**src/design/nsf_pkg.sv**
```systemverilog
// Shared constants, types and decode functions for the NMEA sentence framer.
package nsf_pkg;

   // ASCII codes the framer reacts to
   localparam logic [7:0] CH_DOLLAR = 8'h24;
   localparam logic [7:0] CH_STAR   = 8'h2A;
   localparam logic [7:0] CH_COMMA  = 8'h2C;
   localparam logic [7:0] CH_CR     = 8'h0D;

   // sentence kinds
   typedef logic [2:0] kind_type;
   localparam kind_type KIND_NONE = 3'd0;
   localparam kind_type KIND_GGA  = 3'd1;
   localparam kind_type KIND_RMC  = 3'd2;
   localparam kind_type KIND_GSA  = 3'd3;
   localparam kind_type KIND_GSV  = 3'd4;

   // header is six characters; five are stored, the last is the current byte
   localparam int unsigned HDR_LEN = 6;
   typedef logic [2:0] hdr_cnt_type;
   localparam hdr_cnt_type HDR_FULL = 3'd6;
   localparam hdr_cnt_type HDR_LAST = 3'd5;

   // checksum digit count; three marks bad checksum text
   typedef logic [1:0] sum_cnt_type;
   localparam sum_cnt_type SUM_TWO = 2'd2;
   localparam sum_cnt_type SUM_BAD = 2'd3;

   // hardware field index limit
   localparam int unsigned FIELD_MAX_HW = 31;

   // Decode talker and type of a full header; c5 must be a comma.
   function automatic kind_type match_header(input logic [7:0] c0, input logic [7:0] c1,
                                             input logic [7:0] c2, input logic [7:0] c3,
                                             input logic [7:0] c4, input logic [7:0] c5);
      logic     talker_ok;
      kind_type k;
      talker_ok = (c0 == "G") &&
                  ((c1 == "N") || (c1 == "P") || (c1 == "L") || (c1 == "A"));
      k = KIND_NONE;
      if (c2 == "G" && c3 == "G" && c4 == "A") k = KIND_GGA;
      if (c2 == "R" && c3 == "M" && c4 == "C") k = KIND_RMC;
      if (c2 == "G" && c3 == "S" && c4 == "A") k = KIND_GSA;
      if (c2 == "G" && c3 == "S" && c4 == "V") k = KIND_GSV;
      if (!talker_ok || c5 != CH_COMMA) k = KIND_NONE;
      return k;
   endfunction

   // Hex digit value in bits 3:0; bit 4 set for a non-hex byte.
   function automatic logic [4:0] hex_value(input logic [7:0] c);
      logic [4:0] h;
      h = 5'h10;
      if (c >= "0" && c <= "9") h = {1'b0, 4'(c - "0")};
      if (c >= "A" && c <= "F") h = {1'b0, 4'(c - "A" + 8'd10)};
      if (c >= "a" && c <= "f") h = {1'b0, 4'(c - "a" + 8'd10)};
      return h;
   endfunction

endpackage

```
**src/design/nmea_sentence_framer.sv**
```systemverilog
// NMEA sentence framer: header match, field tagging and checksum check.
//
//   channel   direction  handshake              payload
//   req       in         req_valid / req_ready  req_rx_byte
//   rsp       out        rsp_valid / rsp_ready  rsp_sentence_type .. rsp_computed_checksum
//
// One byte is taken per cycle while req_ready is high; its result appears in the
// output register in the cycle after the req transfer. Sentence state and the result
// register update in the same edge, so throughput is one byte per clock unless rsp stalls.
// req_ready is high whenever the result register is empty or being drained.
// Synchronous reset clears sentence state and the output valid.
module nmea_sentence_framer
   import nsf_pkg::*;
#(
   parameter int unsigned MAX_FIELD_INDEX = 31
) (
   input  logic       clock,
   input  logic       reset,
   input  logic       req_valid,
   output logic       req_ready,
   input  logic [7:0] req_rx_byte,
   output logic       rsp_valid,
   input  logic       rsp_ready,
   output logic [2:0] rsp_sentence_type,
   output logic [4:0] rsp_field_index,
   output logic       rsp_data_valid,
   output logic [7:0] rsp_data_char,
   output logic       rsp_field_end,
   output logic       rsp_sentence_end,
   output logic       rsp_checksum_ok,
   output logic [7:0] rsp_computed_checksum
);

   localparam int unsigned FIELD_LIMIT_INT =
      (MAX_FIELD_INDEX > FIELD_MAX_HW) ? FIELD_MAX_HW : MAX_FIELD_INDEX;
   localparam logic [4:0] FIELD_LIMIT = 5'(FIELD_LIMIT_INT);

   // sentence state
   logic        in_sentence_ff, in_sentence_in;
   logic        in_checksum_ff, in_checksum_in;
   logic [7:0]  running_xor_ff, running_xor_in;
   hdr_cnt_type header_count_ff, header_count_in;
   kind_type    sentence_kind_ff, sentence_kind_in;
   logic [4:0]  field_counter_ff, field_counter_in;
   logic [7:0]  received_sum_ff, received_sum_in;
   sum_cnt_type sum_digits_ff, sum_digits_in;
   logic [7:0]  header_chars_ff [HDR_LEN-1];
   logic        hdr_we;

   // result register
   logic        rsp_valid_ff, rsp_valid_in;
   kind_type    type_ff, type_in;
   logic [4:0]  index_ff, index_in;
   logic        dv_ff, dv_in;
   logic [7:0]  char_ff;
   logic        fe_ff, fe_in;
   logic        se_ff, se_in;
   logic        ok_ff, ok_in;
   logic [7:0]  sum_out_ff;

   logic        req_xfer;
   logic [7:0]  c;
   logic [4:0]  hex;

   assign req_ready = !rsp_valid_ff || rsp_ready;
   assign req_xfer  = req_valid && req_ready;
   assign c         = req_rx_byte;
   assign hex       = hex_value(c);

   // next sentence state and result for the incoming byte
   always_comb begin
      in_sentence_in   = in_sentence_ff;
      in_checksum_in   = in_checksum_ff;
      running_xor_in   = running_xor_ff;
      header_count_in  = header_count_ff;
      sentence_kind_in = sentence_kind_ff;
      field_counter_in = field_counter_ff;
      received_sum_in  = received_sum_ff;
      sum_digits_in    = sum_digits_ff;
      hdr_we           = 1'b0;
      type_in          = KIND_NONE;
      index_in         = '0;
      dv_in            = 1'b0;
      fe_in            = 1'b0;
      se_in            = 1'b0;
      ok_in            = 1'b0;
      if (c == CH_DOLLAR) begin
         // start of sentence clears everything
         in_sentence_in   = 1'b1;
         in_checksum_in   = 1'b0;
         running_xor_in   = '0;
         header_count_in  = '0;
         sentence_kind_in = KIND_NONE;
         field_counter_in = '0;
         received_sum_in  = '0;
         sum_digits_in    = '0;
      end else if (in_sentence_ff && !in_checksum_ff) begin
         type_in  = sentence_kind_ff;
         index_in = field_counter_ff;
         if (c == CH_STAR) begin
            in_checksum_in  = 1'b1;
            received_sum_in = '0;
            sum_digits_in   = '0;
            header_count_in = HDR_FULL;
            fe_in           = (sentence_kind_ff != KIND_NONE);
         end else begin
            running_xor_in = running_xor_ff ^ c;
            if (header_count_ff < HDR_FULL) begin
               header_count_in = header_count_ff + 3'd1;
               hdr_we          = (header_count_ff < HDR_LAST);
               if (header_count_ff == HDR_LAST) begin
                  sentence_kind_in = match_header(header_chars_ff[0], header_chars_ff[1],
                                                  header_chars_ff[2], header_chars_ff[3],
                                                  header_chars_ff[4], c);
               end
               type_in = sentence_kind_in;
            end else if (sentence_kind_ff != KIND_NONE) begin
               if (c == CH_COMMA) begin
                  fe_in = 1'b1;
                  if (field_counter_ff < FIELD_LIMIT) begin
                     field_counter_in = field_counter_ff + 5'd1;
                  end
               end else begin
                  dv_in = 1'b1;
               end
            end
         end
      end else if (in_sentence_ff) begin
         // checksum digits after the star
         type_in  = sentence_kind_ff;
         index_in = field_counter_ff;
         if (c == CH_CR) begin
            se_in          = 1'b1;
            ok_in          = (sum_digits_ff == SUM_TWO) && (received_sum_ff == running_xor_ff);
            in_sentence_in = 1'b0;
            in_checksum_in = 1'b0;
         end else if (!hex[4] && sum_digits_ff < SUM_TWO) begin
            received_sum_in = {received_sum_ff[3:0], hex[3:0]};
            sum_digits_in   = sum_digits_ff + 2'd1;
         end else begin
            sum_digits_in = SUM_BAD;
         end
      end
   end

   // control state
   always_ff @(posedge clock) begin
      if (reset) begin
         in_sentence_ff   <= 1'b0;
         in_checksum_ff   <= 1'b0;
         running_xor_ff   <= '0;
         header_count_ff  <= '0;
         sentence_kind_ff <= KIND_NONE;
         field_counter_ff <= '0;
         received_sum_ff  <= '0;
         sum_digits_ff    <= '0;
      end else if (req_xfer) begin
         in_sentence_ff   <= in_sentence_in;
         in_checksum_ff   <= in_checksum_in;
         running_xor_ff   <= running_xor_in;
         header_count_ff  <= header_count_in;
         sentence_kind_ff <= sentence_kind_in;
         field_counter_ff <= field_counter_in;
         received_sum_ff  <= received_sum_in;
         sum_digits_ff    <= sum_digits_in;
      end
   end

   // header character store, written at the current header position
   always_ff @(posedge clock) begin
      if (req_xfer && hdr_we) begin
         header_chars_ff[header_count_ff] <= c;
      end
   end

   // output valid
   always_comb begin
      rsp_valid_in = rsp_valid_ff;
      if (req_xfer) begin
         rsp_valid_in = 1'b1;
      end else if (rsp_ready) begin
         rsp_valid_in = 1'b0;
      end
   end

   always_ff @(posedge clock) begin
      if (reset) begin
         rsp_valid_ff <= 1'b0;
      end else begin
         rsp_valid_ff <= rsp_valid_in;
      end
   end

   // output payload, loaded on each req transfer
   always_ff @(posedge clock) begin
      if (req_xfer) begin
         type_ff    <= type_in;
         index_ff   <= index_in;
         dv_ff      <= dv_in;
         char_ff    <= c;
         fe_ff      <= fe_in;
         se_ff      <= se_in;
         ok_ff      <= ok_in;
         sum_out_ff <= running_xor_in;
      end
   end

   assign rsp_valid             = rsp_valid_ff;
   assign rsp_sentence_type     = type_ff;
   assign rsp_field_index       = index_ff;
   assign rsp_data_valid        = dv_ff;
   assign rsp_data_char         = char_ff;
   assign rsp_field_end         = fe_ff;
   assign rsp_sentence_end      = se_ff;
   assign rsp_checksum_ok       = ok_ff;
   assign rsp_computed_checksum = sum_out_ff;

endmodule

```
**config.mk**
```make
export PLATFORM = sky130hd
export DESIGN_NAME = nmea_sentence_framer
export DESIGN_NICKNAME = d
export VERILOG_FILES = /design/src/design/nsf_pkg.sv /design/src/design/nmea_sentence_framer.sv
export SDC_FILE = /design/constraint.sdc
export NUM_CORES = 1
export LEC_CHECK = 0
export BUFFER_PORTS_ARGS = -buffer_cell sky130_fd_sc_hd__buf_2
export CAP_MARGIN = 20
export CORE_ASPECT_RATIO = 0.5
export CORE_UTILIZATION = 50
export CTS_BUF_LIST = sky130_fd_sc_hd__clkbuf_8
export CTS_CLUSTER_DIAMETER = 50
export DETAILED_ROUTE_END_ITERATION = 7
export PLACE_DENSITY = 0.81
export SETUP_SLACK_MARGIN = 0.3
export SLEW_MARGIN = 20
export SYNTH_ARGS = -nofsm -noshare
export SYNTH_HDL_FRONTEND = slang
export SYNTH_SLANG_ARGS = --single-unit
```
**constraint.sdc**
```tcl
create_clock -name clock -period 2.7 [get_ports clock]
set_clock_uncertainty 0.2 [all_clocks]
set_input_delay 0.405 -clock clock [delete_from_list [all_inputs] [get_ports clock]]
set_output_delay 0.405 -clock clock [all_outputs]
set_load 0.005 [all_outputs]
```
# Yosys cells after proc, flatten, opt, wreduce, memory -nomap -nowiden
# Memories as Yosys holds them, arrays and structs flattened.
# Index checks and enable logic that the tools add are counted.
# word_totals
reg_bits	60
ramBits	40
in_bits	12
output_inout_bits	30
elab_cells	179
n_memories	1
# classes
addsub	8
order_cmp	10
eq_ne	26
mux	66
n_bitwise	5
n_reduce_logical	46
# mem_list
memory	words	word_bits	read_ports	rd_ports_with_merged_regs	wr	line	rtl
header_chars_ff	5	8	5	0	1	nmea_sentence_framer.sv:47	logic [7:0] header_chars_ff [HDR_LEN-1];
# op_table
operator	n
== test 8 x 7 -> 1 bit, second input constant	13
two-way mux 8 bit	9
two-way mux 5 bit	12
two-way mux 3 bit	15
== test 8 x 6 -> 1 bit, second input constant	3
two-way mux 1 bit	24
>= comparator 8 x 7 -> 1 bit, second input constant	2
less-or-equal comparator 8 x 7 -> 1 bit, second input constant	2
logical AND 1 bit	16
nonzero test 3 bit	5
two-way mux 2 bit	6
subtractor 4 x 1 -> 4 bit, second input constant	3
nonzero test 2 bit	5
adder 4 bit, second input constant	2
== test 8 x 4 -> 1 bit, second input constant	1
== test 8 bit	1
>= comparator 8 x 6 -> 1 bit, second input constant	1
less-or-equal comparator 8 x 6 -> 1 bit, second input constant	1
!= test 8 x 6 -> 1 bit, second input constant	1
AND reduction 4 bit	2
bitwise XOR 8 bit	1
AND reduction 7 bit	1
less-than comparator 3 bit, second input constant	2
!= test 2 bit, second input constant	3
19 further kinds	30

# Longest topological paths before layout
# Gate-level depths: netlist of the first run.
# depth
depth_word	13
depth_mapped	9
mapped_depth_nobuf	7

# Worst setup path before layout of the first run
# Ideal clock, no wire load.
# synth_path
path_type	in2reg
from	input req_rx_byte[0]
to	memory header_chars_ff[4][0] (enable)
setup_time_ns	0.398
arrival_time_ns	2.293
required_time_ns	2.102
slack_ns	-0.191
path_stages	6
path_buffers	0
path_cell_list	inv_1 > ha_1 > nand3b_1 > a21oi_1 > or3_1 > nor4b_1
# synth_between
elab_chain_cells	7
elab_cells_between_ends	8
cone_classes	2 x eq/ne; 5 x mux; 1 x reduce/logical
# synth_rtl
element	line	rtl
start: declaration	nmea_sentence_framer.sv:21	input logic [7:0] req_rx_byte,
== test 8 x 6 -> 1 bit	nmea_sentence_framer.sv:100	if (c == CH_STAR) begin
two-way mux 1 bit	nmea_sentence_framer.sv:100	
two-way mux 1 bit	nmea_sentence_framer.sv:97	end else if (in_sentence_ff && !in_checksum_ff) begin
two-way mux 1 bit (*)	nmea_sentence_framer.sv:87	if (c == CH_DOLLAR) begin
logical AND 1 bit (*)	nmea_sentence_framer.sv:171	if (req_xfer && hdr_we) begin
two-way mux 1 bit (*)	nmea_sentence_framer.sv:171	
two-way mux 1 bit (not written as such) (*)	nmea_sentence_framer.sv:172	header_chars_ff[header_count_ff] <= c;
end: declaration	nmea_sentence_framer.sv:47	
# Mark *: on every way between the ends. The rest lies on a longest branch, timed or not.

# Worst setup path in the final report of the first run
# layout_path
from	register in_checksum_ff
to	memory header_chars_ff[3][2] (enable)
# layout_between
elab_chain_cells	7
# layout_rtl
element	line	rtl
start: declaration	nmea_sentence_framer.sv:40	logic in_checksum_ff, in_checksum_in;
start signal: assignment	nmea_sentence_framer.sv:159	in_checksum_ff <= in_checksum_in;
logical NOT 1 bit	nmea_sentence_framer.sv:97	
logical AND 1 bit	nmea_sentence_framer.sv:97	
two-way mux 1 bit	nmea_sentence_framer.sv:97	
two-way mux 1 bit	nmea_sentence_framer.sv:87	
logical AND 1 bit	nmea_sentence_framer.sv:171	
two-way mux 1 bit	nmea_sentence_framer.sv:171	
two-way mux 1 bit (not written as such)	nmea_sentence_framer.sv:172	
# No other way between the ends.

==> results of run 1 <==
[cells in the final DEF (no fill, tap or decap), drive strengths merged, types with 3 or more instances in the layout]
cell type	synthesis	layout
buf	6	70
a31oi	3	3
and2	3	3
nand3	20	20
o32ai	5	5
nor4b	8	8
nor2b	10	10
nor4bb	3	3
xnor2	6	6
and3	6	6
clkinv	0	5
nor2	20	20
nand2b	3	3
clkbuf	9	9
dfxtp	32	32
inv	15	15
a21oi	36	36
nand3b	3	3
edfxtp	68	68
ha	9	9
o21ai	22	22
nand2	32	32
nor4	6	6
or4	5	5
o31ai	3	3
nand4	8	8
or3	12	12
xor2	10	10
nor3	4	4
[critical path, delay by kind of cell (launching register included)]
family        cells  cell delay, ns
flops             1            0.42
simple gates      4            1.42
[final timing paths]
kind	from	end	slack, ns	cells after the start
worst max register to register	in_checksum_ff	header_chars_ff[3][2]	0.36	4
worst min-delay path	req_valid	rsp_valid	0.09	3
worst max-delay path	in_checksum_ff	header_chars_ff[3][2]	0.36	4
worst min register to register	sentence_kind_ff[1]	sentence_kind_ff[1]	0.28	2
[state kept, by name, indices dropped and copies added (netlist names)]
name	flops
rsp_field_index	5
running_xor_ff	8
in_sentence_ff	1
in_checksum_ff	1
received_sum_ff	8
rsp_data_valid	1
sentence_kind_ff	3
rsp_data_char	8
rsp_field_end	1
rsp_checksum_ok	1
rsp_valid	1
sum_digits_ff	2
rsp_sentence_type	3
rsp_computed_checksum	8
header_chars_ff	40
rsp_sentence_end	1
field_counter_ff	5
header_count_ff	3
[Yosys cell counts, types with 2 or more instances]
| cell type | instances | area (um^2) |
|---|---|---|
| ha_1 | 9 | 112.6 |
| o31ai_1 | 3 | 22.52 |
| or4b_1 | 2 | 20.02 |
| or4_1 | 5 | 37.54 |
| nor4bb_1 | 3 | 30.03 |
| nor4_1 | 6 | 37.54 |
| nor2_1 | 19 | 71.32 |
| o32ai_1 | 5 | 43.79 |
| mux2i_1 | 2 | 20.02 |
| and3b_1 | 2 | 17.52 |
| a32o_1 | 2 | 20.02 |
| a21oi_1 | 35 | 175.2 |
| and3_1 | 6 | 37.54 |
| or3_1 | 12 | 75.07 |
| clkbuf_1 | 9 | 33.78 |
| inv_1 | 15 | 56.30 |
| nand2_1 | 32 | 120.1 |
| xnor2_1 | 6 | 52.55 |
| o22ai_1 | 2 | 12.51 |
| dfxtp_1 | 32 | 640.6 |
| nor4b_2 | 2 | 30.03 |
| edfxtp_1 | 68 | 2042 |
| nand3_1 | 20 | 100.1 |
| nand4_1 | 8 | 50.05 |
| buf_2 | 5 | 25.02 |
| nand3b_1 | 3 | 22.52 |
| nor3_1 | 4 | 20.02 |
| nor2b_1 | 10 | 62.56 |
| xor2_1 | 10 | 87.58 |
| a31oi_1 | 3 | 18.77 |
| nor4b_1 | 5 | 43.79 |
| o21ai_0 | 20 | 100.1 |
| and2_1 | 2 | 12.51 |
| nand2b_1 | 3 | 18.77 |
[per-stage QoR]
| stage | cell area (um^2) | std cells | util, % |
|---|---|---|---|
| floorplan | 4577 | 394 | - |
| global placement | 5074 | 566 | 58.26 |
| detailed placement | 5074 | 566 | 58.26 |
| CTS | 5285 | 582 | 60.69 |
| global route | 5288 | 582 | 60.72 |
| finish | 5288 | 582 | 60.72 |
[cells by family after synthesis]
family                     Yosys count
buffers and inverters               30
adders and majority gates            9
and+or+nand+nor                    153
AOI/OAI and AO/OA                   83
DFF                                100
xor gates and xnor gates            16
muxes                                3
[power by group through the flow]
stage                     logic (uW)  clock network (uW)  registers (uW)
after global placement           147                   0            1690
after global routing             163                1080            1660
final                            153                1010            1660
after CTS                        152                1020            1660
after floorplan                 56.3                   0            1700
after detailed placement         150                   0            1690
[layer usage]
layer	wire, um	part of all wire (%)	GRT usage (%)	vias up
met5	0	0	0	-
met4	316	2.9	9.877	0
met3	839	7.8	6.770	27
met2	4882	45	37.11	148
met1	4732	44	33.46	1675
li1	-	-	-	1620
[layout make-up]
type	instances	area share, %
clock buffers	9	2.343
multi-input cells	264	33.22
clock inverters	7	1.656
flip-flops and latches	100	50.73
well taps	117	2.769
inverters	15	1.278
repair buffers	70	7.998
[timing repair]
| item | in CTS | in global routing |
|---|---|---|
| resized for setup | 0 | 1 |
| hold buffers | 0 | 0 |
| endpoints found under the setup margin | 0 | 16 |
==> results by group, run 1 <==
Outcome
  • Outcome: finished, final reports clean

Setup path
  • Worst Path Arrival: 2.21 ns
  • Crit-path cells: nand2b_2 -> or3_4 -> or3b_4 -> nor2_4
  • Worst path max stage delay: 0.44 ns
  • Data required, critical path: 2.58 ns
  • Worst setup EP type: flop
  • Critical path's slowest cell: or3_4
  • Element type at the critical path start: flop
  • Critical path type: reg2reg
  • Crit Path Max Fanout: 9

CTS
  • Clock Tree Root: clkbuf_8
  • Number of setup buffers added after CTS: 0
  • Clk slew on worst S/H paths: 0.10 ns
  • Htree depth: 3
  • CTS Buffer Depth: 2
  • TritonCTS clock tree: done
  • Sink Count: 100
  • Cts bufs inserted: 9
  • Clk Latency, worst-skew pair: 0.39 ns

Synth
  • Ys async rst share: 0%
  • Synth warnings: 0
  • Seq/Total Area, Yosys: 59.64%
  • Post-synth EDFFs: 68
  • Post-synthesis cell type count: 58
  • Post-Synth XOR/XNOR Area: 3.115%
  • Seq cells post-synth: 100
  • Mapped Cells: 394
  • Adder-cell share of the synthesized area: 2.503%
  • Compound-cell area share of the yosys netlist: 11.29%
  • Syn_area_per_cell: 11.42 um^2
  • Syn_nets: 415
  • Simple-gate portion of the synthesized area: 20.11%
  • Combinational family with the most area after synthesis: simple AND/OR/NAND/NOR gates
  • Most common flop cell mapped by yosys: edfxtp_1
  • Post-Syn Area: 4498 um^2
  • Post-synthesis mux area share: 0.6954%

Power
  • Flop pwr share: 58.8%
  • Power per Cell Area: 533.7 nW/um^2
  • Overall Power: 2822 uW
  • P_int: 2149 uW
  • Clk pwr share: 35.8%
  • Sw power: 673.2 uW
  • Static Leak: 0.001818 uW
  • Net Sw Frac: 23.85%
  • Maximum VDD drop: 0.0002251 V
  • Logic pwr share: 5.4%

Timing
  • Fmax: 427.8 MHz
  • Rel. slew slack: 55.41%
  • Number of setup violations in the final report: 0
  • RSZ-0062 raised after global routing: no
  • Hold Worst Slack: 0.08804 ns
  • Tmin final: 2.338 ns
  • Max-slew violations: 0
  • Setup TNS Final: 0 ns
  • Period utilisation layout: 86.58%
  • Setup WS post-layout: 0.3623 ns
  • Final Hold Vio Count: 0
  • Worst slew pin tran: 0.6627 ns

Job
  • Max-cap viol count: 0

Global routing
  • Vias in the first global route: 3,245
  • Global-route wire length before repair: 17.06 mm
  • Initial antenna violation count: 0
  • Total GRT Usage: 24.57%
  • GR Overflow Total: 0
  • Largest net degree at the start of global routing: 30

Final layout
  • Area growth from synthesis to layout: 17.55%
  • Fill count: 691
  • Layout cells sized above 1: 23.23%
  • Register area: 2683 um^2
  • Area taken by multi-input logic gates: 1757 um^2
  • Diode count: 0
  • Final nets: 481

Die
  • Core ar.: 8708 um^2
  • Chip height: 69.07 um
  • # IOs: 42
  • DIE AREA: 9403 um^2
  • Initial Util: 51.65%
  • Die Width: 136.1 um
  • FP Rows: 24

Detailed routing
  • Final ANT Viol Nets: 0
  • First-pass DRT Iterations: 5
  • Starting DRT DRC Count: 461
  • Final wirelength: 10.77 mm
  • Drt drc: 0
  • Vias per cell: 5.962
  • Via count: 3,470
  • WL/cell: 18.51 um

Placed design
  • Hpwl dp: 7.436 mm
  • GP Congestion: 0.8918
  • IO Port Bufs: 41
  • Placement Setup Slack: 0.06799 ns

Min path
  • Worst hold path type: in2reg
No activity file was read; power rests on OpenSTA's default activity.
==> run 2, diff against run 1 <==
--- a/config.mk
+++ b/config.mk
@@ -12,7 +12,7 @@
 export CTS_BUF_LIST = sky130_fd_sc_hd__clkbuf_8
 export CTS_CLUSTER_DIAMETER = 50
 export DETAILED_ROUTE_END_ITERATION = 7
-export PLACE_DENSITY = 0.81
+export PLACE_DENSITY = 0.74
 export SETUP_SLACK_MARGIN = 0.3
 export SLEW_MARGIN = 20
 export SYNTH_ARGS = -nofsm -noshare
==> run 2 against run 1 <==
Net effect: sequential power barely moved; via count hardly changed; wire length down 2.3%; clock power decreased by 5%; clock-buffer cell count unchanged; largest cell class unchanged; largest power group unchanged.
==> results by group, run 2 (synthesized netlist as in run 1, its figures left out) <==
Outcome
  • Outcome: finished, final reports clean

Global routing
  • Vias in the first global route: 3,339 (+2.9%)
  • Initial antenna violation count: 0 (unchanged)
  • Largest net degree at the start of global routing: 30 (unchanged)
  • GR Overflow Total: 0 (unchanged)
  • Global-route wire length before repair: 17.02 mm (-0.24%)
  • Total GRT Usage: 24.24% (-0.32 points)

Min path
  • Worst hold path type: in2reg
  • Hold path endpoint: rsp_valid
  • Min-delay src: req_valid
  • Hold Path Cell Cnt: 3 (unchanged)

Timing
  • RSZ-0062 raised after global routing: no
  • Worst slew pin tran: 0.8592 ns (+0.1965 ns)
  • Setup WS post-layout: 0.3866 ns (+0.02436 ns)
  • Tmin final: 2.313 ns (-0.02435 ns)
  • Max-slew violations: 0 (unchanged)
  • Rel. slew slack: 42.19% (-13 points)
  • Period utilisation layout: 85.68% (-0.90 points)
  • Number of setup violations in the final report: 0 (unchanged)
  • Setup TNS Final: 0 ns (unchanged)
  • Final Hold Vio Count: 0 (unchanged)
  • Fmax: 432.3 MHz (+1.1%)

Placed design
  • Area after DPL: 5096 um^2 (+0.44%)
  • Hpwl dp: 7.335 mm (-1.4%)
  • Placement Setup Slack: 0.05384 ns (-0.01415 ns)
  • IO Port Bufs: 41 (unchanged)
  • GP Congestion: 0.8507 (-4.6%)

Final layout
  • Final nets: 484 (+0.62%)
  • Diode count: 0 (unchanged)
  • Largest Register: header_chars_ff
  • Final core occ: 60.78% (about the same)
  • Fin area: 5293 um^2 (about the same)
  • Layout cells sized above 1: 23.72% (+0.49 points)
  • Number of flip-flops in the largest register: 40 (unchanged)
  • Area growth from synthesis to layout: 17.66% (about the same)
  • Commonest non-fill, non-tap cells in the layout: edfxtp_1 (68), buf_2 (41), a21oi_1 (34)
  • Most common cell after layout, fill and taps aside: edfxtp_1

Setup path
  • Crit Path Max Fanout: 9 (unchanged)
  • Data required, critical path: 2.57 ns (about the same)
  • RR Startpoint: in_checksum_ff
  • Element type at the critical path start: flop
  • Crit-path cells: nand2b_1 -> or3_4 -> or3b_4 -> nor2_4
  • Worst setup EP type: flop
  • Critical path type: reg2reg
  • Worst Reg2Reg Path Length in Cells: 4 (unchanged)
  • Critical path's slowest cell: or3_4
  • Capturing point of the worst reg2reg path: header_chars_ff[3][5]
  • Top delay family on crit path: simple AND/OR/NAND/NOR gates
  • Worst Path Arrival: 2.18 ns (-0.03 ns)
  • CP Buf/Inv Count: 0 (unchanged)
  • R2r setup slk: 0.39 ns (+0.02 ns)
  • Worst path max stage delay: 0.44 ns (about the same)

Detailed routing
  • Drt drc: 0 (unchanged)
  • Starting DRT DRC Count: 324 (-30%)
  • Via count: 3,469 (-0.029%)
  • Final ANT Viol Nets: 0 (unchanged)
  • Vias per cell: 5.930 (-0.54%)
  • Final wirelength: 10.53 mm (-2.3%)
  • WL/cell: 17.99 um (-2.8%)
  • First-pass DRT Iterations: 5 (unchanged)

CTS
  • TritonCTS clock tree: done
  • Number of setup buffers added after CTS: 0 (unchanged)
  • Cts bufs inserted: 9 (unchanged)
  • Htree depth: 3 (unchanged)
  • Clock Tree Root: clkbuf_8
  • Clk slew on worst S/H paths: 0.10 ns (about the same)
  • Clk Latency, worst-skew pair: 0.38 ns (about the same)
  • Post-cts sizing count: 0 (unchanged)
  • # hold bufs at CTS: 0 (unchanged)
  • Sink Count: 100 (unchanged)
  • CTS Buffer Depth: 2 (unchanged)

Die
  • # IOs: 42 (unchanged)
  • Core ar.: 8708 um^2 (unchanged)
  • Initial Util: 51.65% (unchanged)
  • Chip height: 69.07 um (unchanged)
  • DIE AREA: 9403 um^2 (unchanged)
  • Die Width: 136.1 um (unchanged)
  • FP Rows: 24 (unchanged)

Power
  • Maximum VDD drop: 0.0002311 V (+2.7%)
  • Static Leak: 0.001822 uW (+0.22%)
  • Power per Cell Area: 524.1 nW/um^2 (-1.8%)
  • Overall Power: 2774 uW (-1.7%)

Job
  • Max-cap viol count: 0 (unchanged)
run 2: worst max path at each step:
stage,endpoint,slack [ns],cells past startpoint,startpoint
after CTS,header_chars_ff[3][5],0.40,4,in_checksum_ff
after floorplan,header_chars_ff[4][0],0.27,6,req_rx_byte[1]
after global placement,header_chars_ff[3][3],0.09,8,req_rx_byte[1]
after global routing,header_chars_ff[3][2],0.31,4,in_checksum_ff
final,header_chars_ff[3][5],0.39,4,in_checksum_ff
after detailed placement,header_chars_ff[3][3],0.05,8,req_rx_byte[1]
run 2: report_power, final:
part / total [uW] / internal, uW / switching, uW
Combinational: 158 / 55.5 / 102
Sequential: 1660 / 1650 / 5.62
Clock: 957 / 431 / 526
Total: 2770 / 2140 / 634
run 2: metal layers:
| layer | global-route usage [%] | share of wire (%) |
|---|---|---|
| met1 | 32.34 | 44 |
| met2 | 38.35 | 47 |
| met3 | 6.549 | 7.7 |
| met4 | 7.901 | 1.5 |
| met5 | 0 | 0 |
run 2: layout make-up:
cell class	instances	area (um^2)
Clock buffer	9	123.9
Timing Repair Buffer	73	445.4
Clock inverter	7	72.57
Fill cell	700	3416
Inverter	15	67.56
Multi-Input combinational cell	264	1754
Sequential cell	100	2683
Tap cell	117	146.4
run 2: worst min-delay path, cell delays in order:
cell and delay, ns:
buf_2 0.13, inv_1 0.05, a21oi_1 0.07
run 2: metrics by stage:
stage                     hold slack, ns  std cells
after floorplan                   0.2398        394
after global placement            0.2516        569
after detailed placement          0.2570        569
after CTS                         0.1248        585
after global routing              0.1234        585
final                             0.1301        585
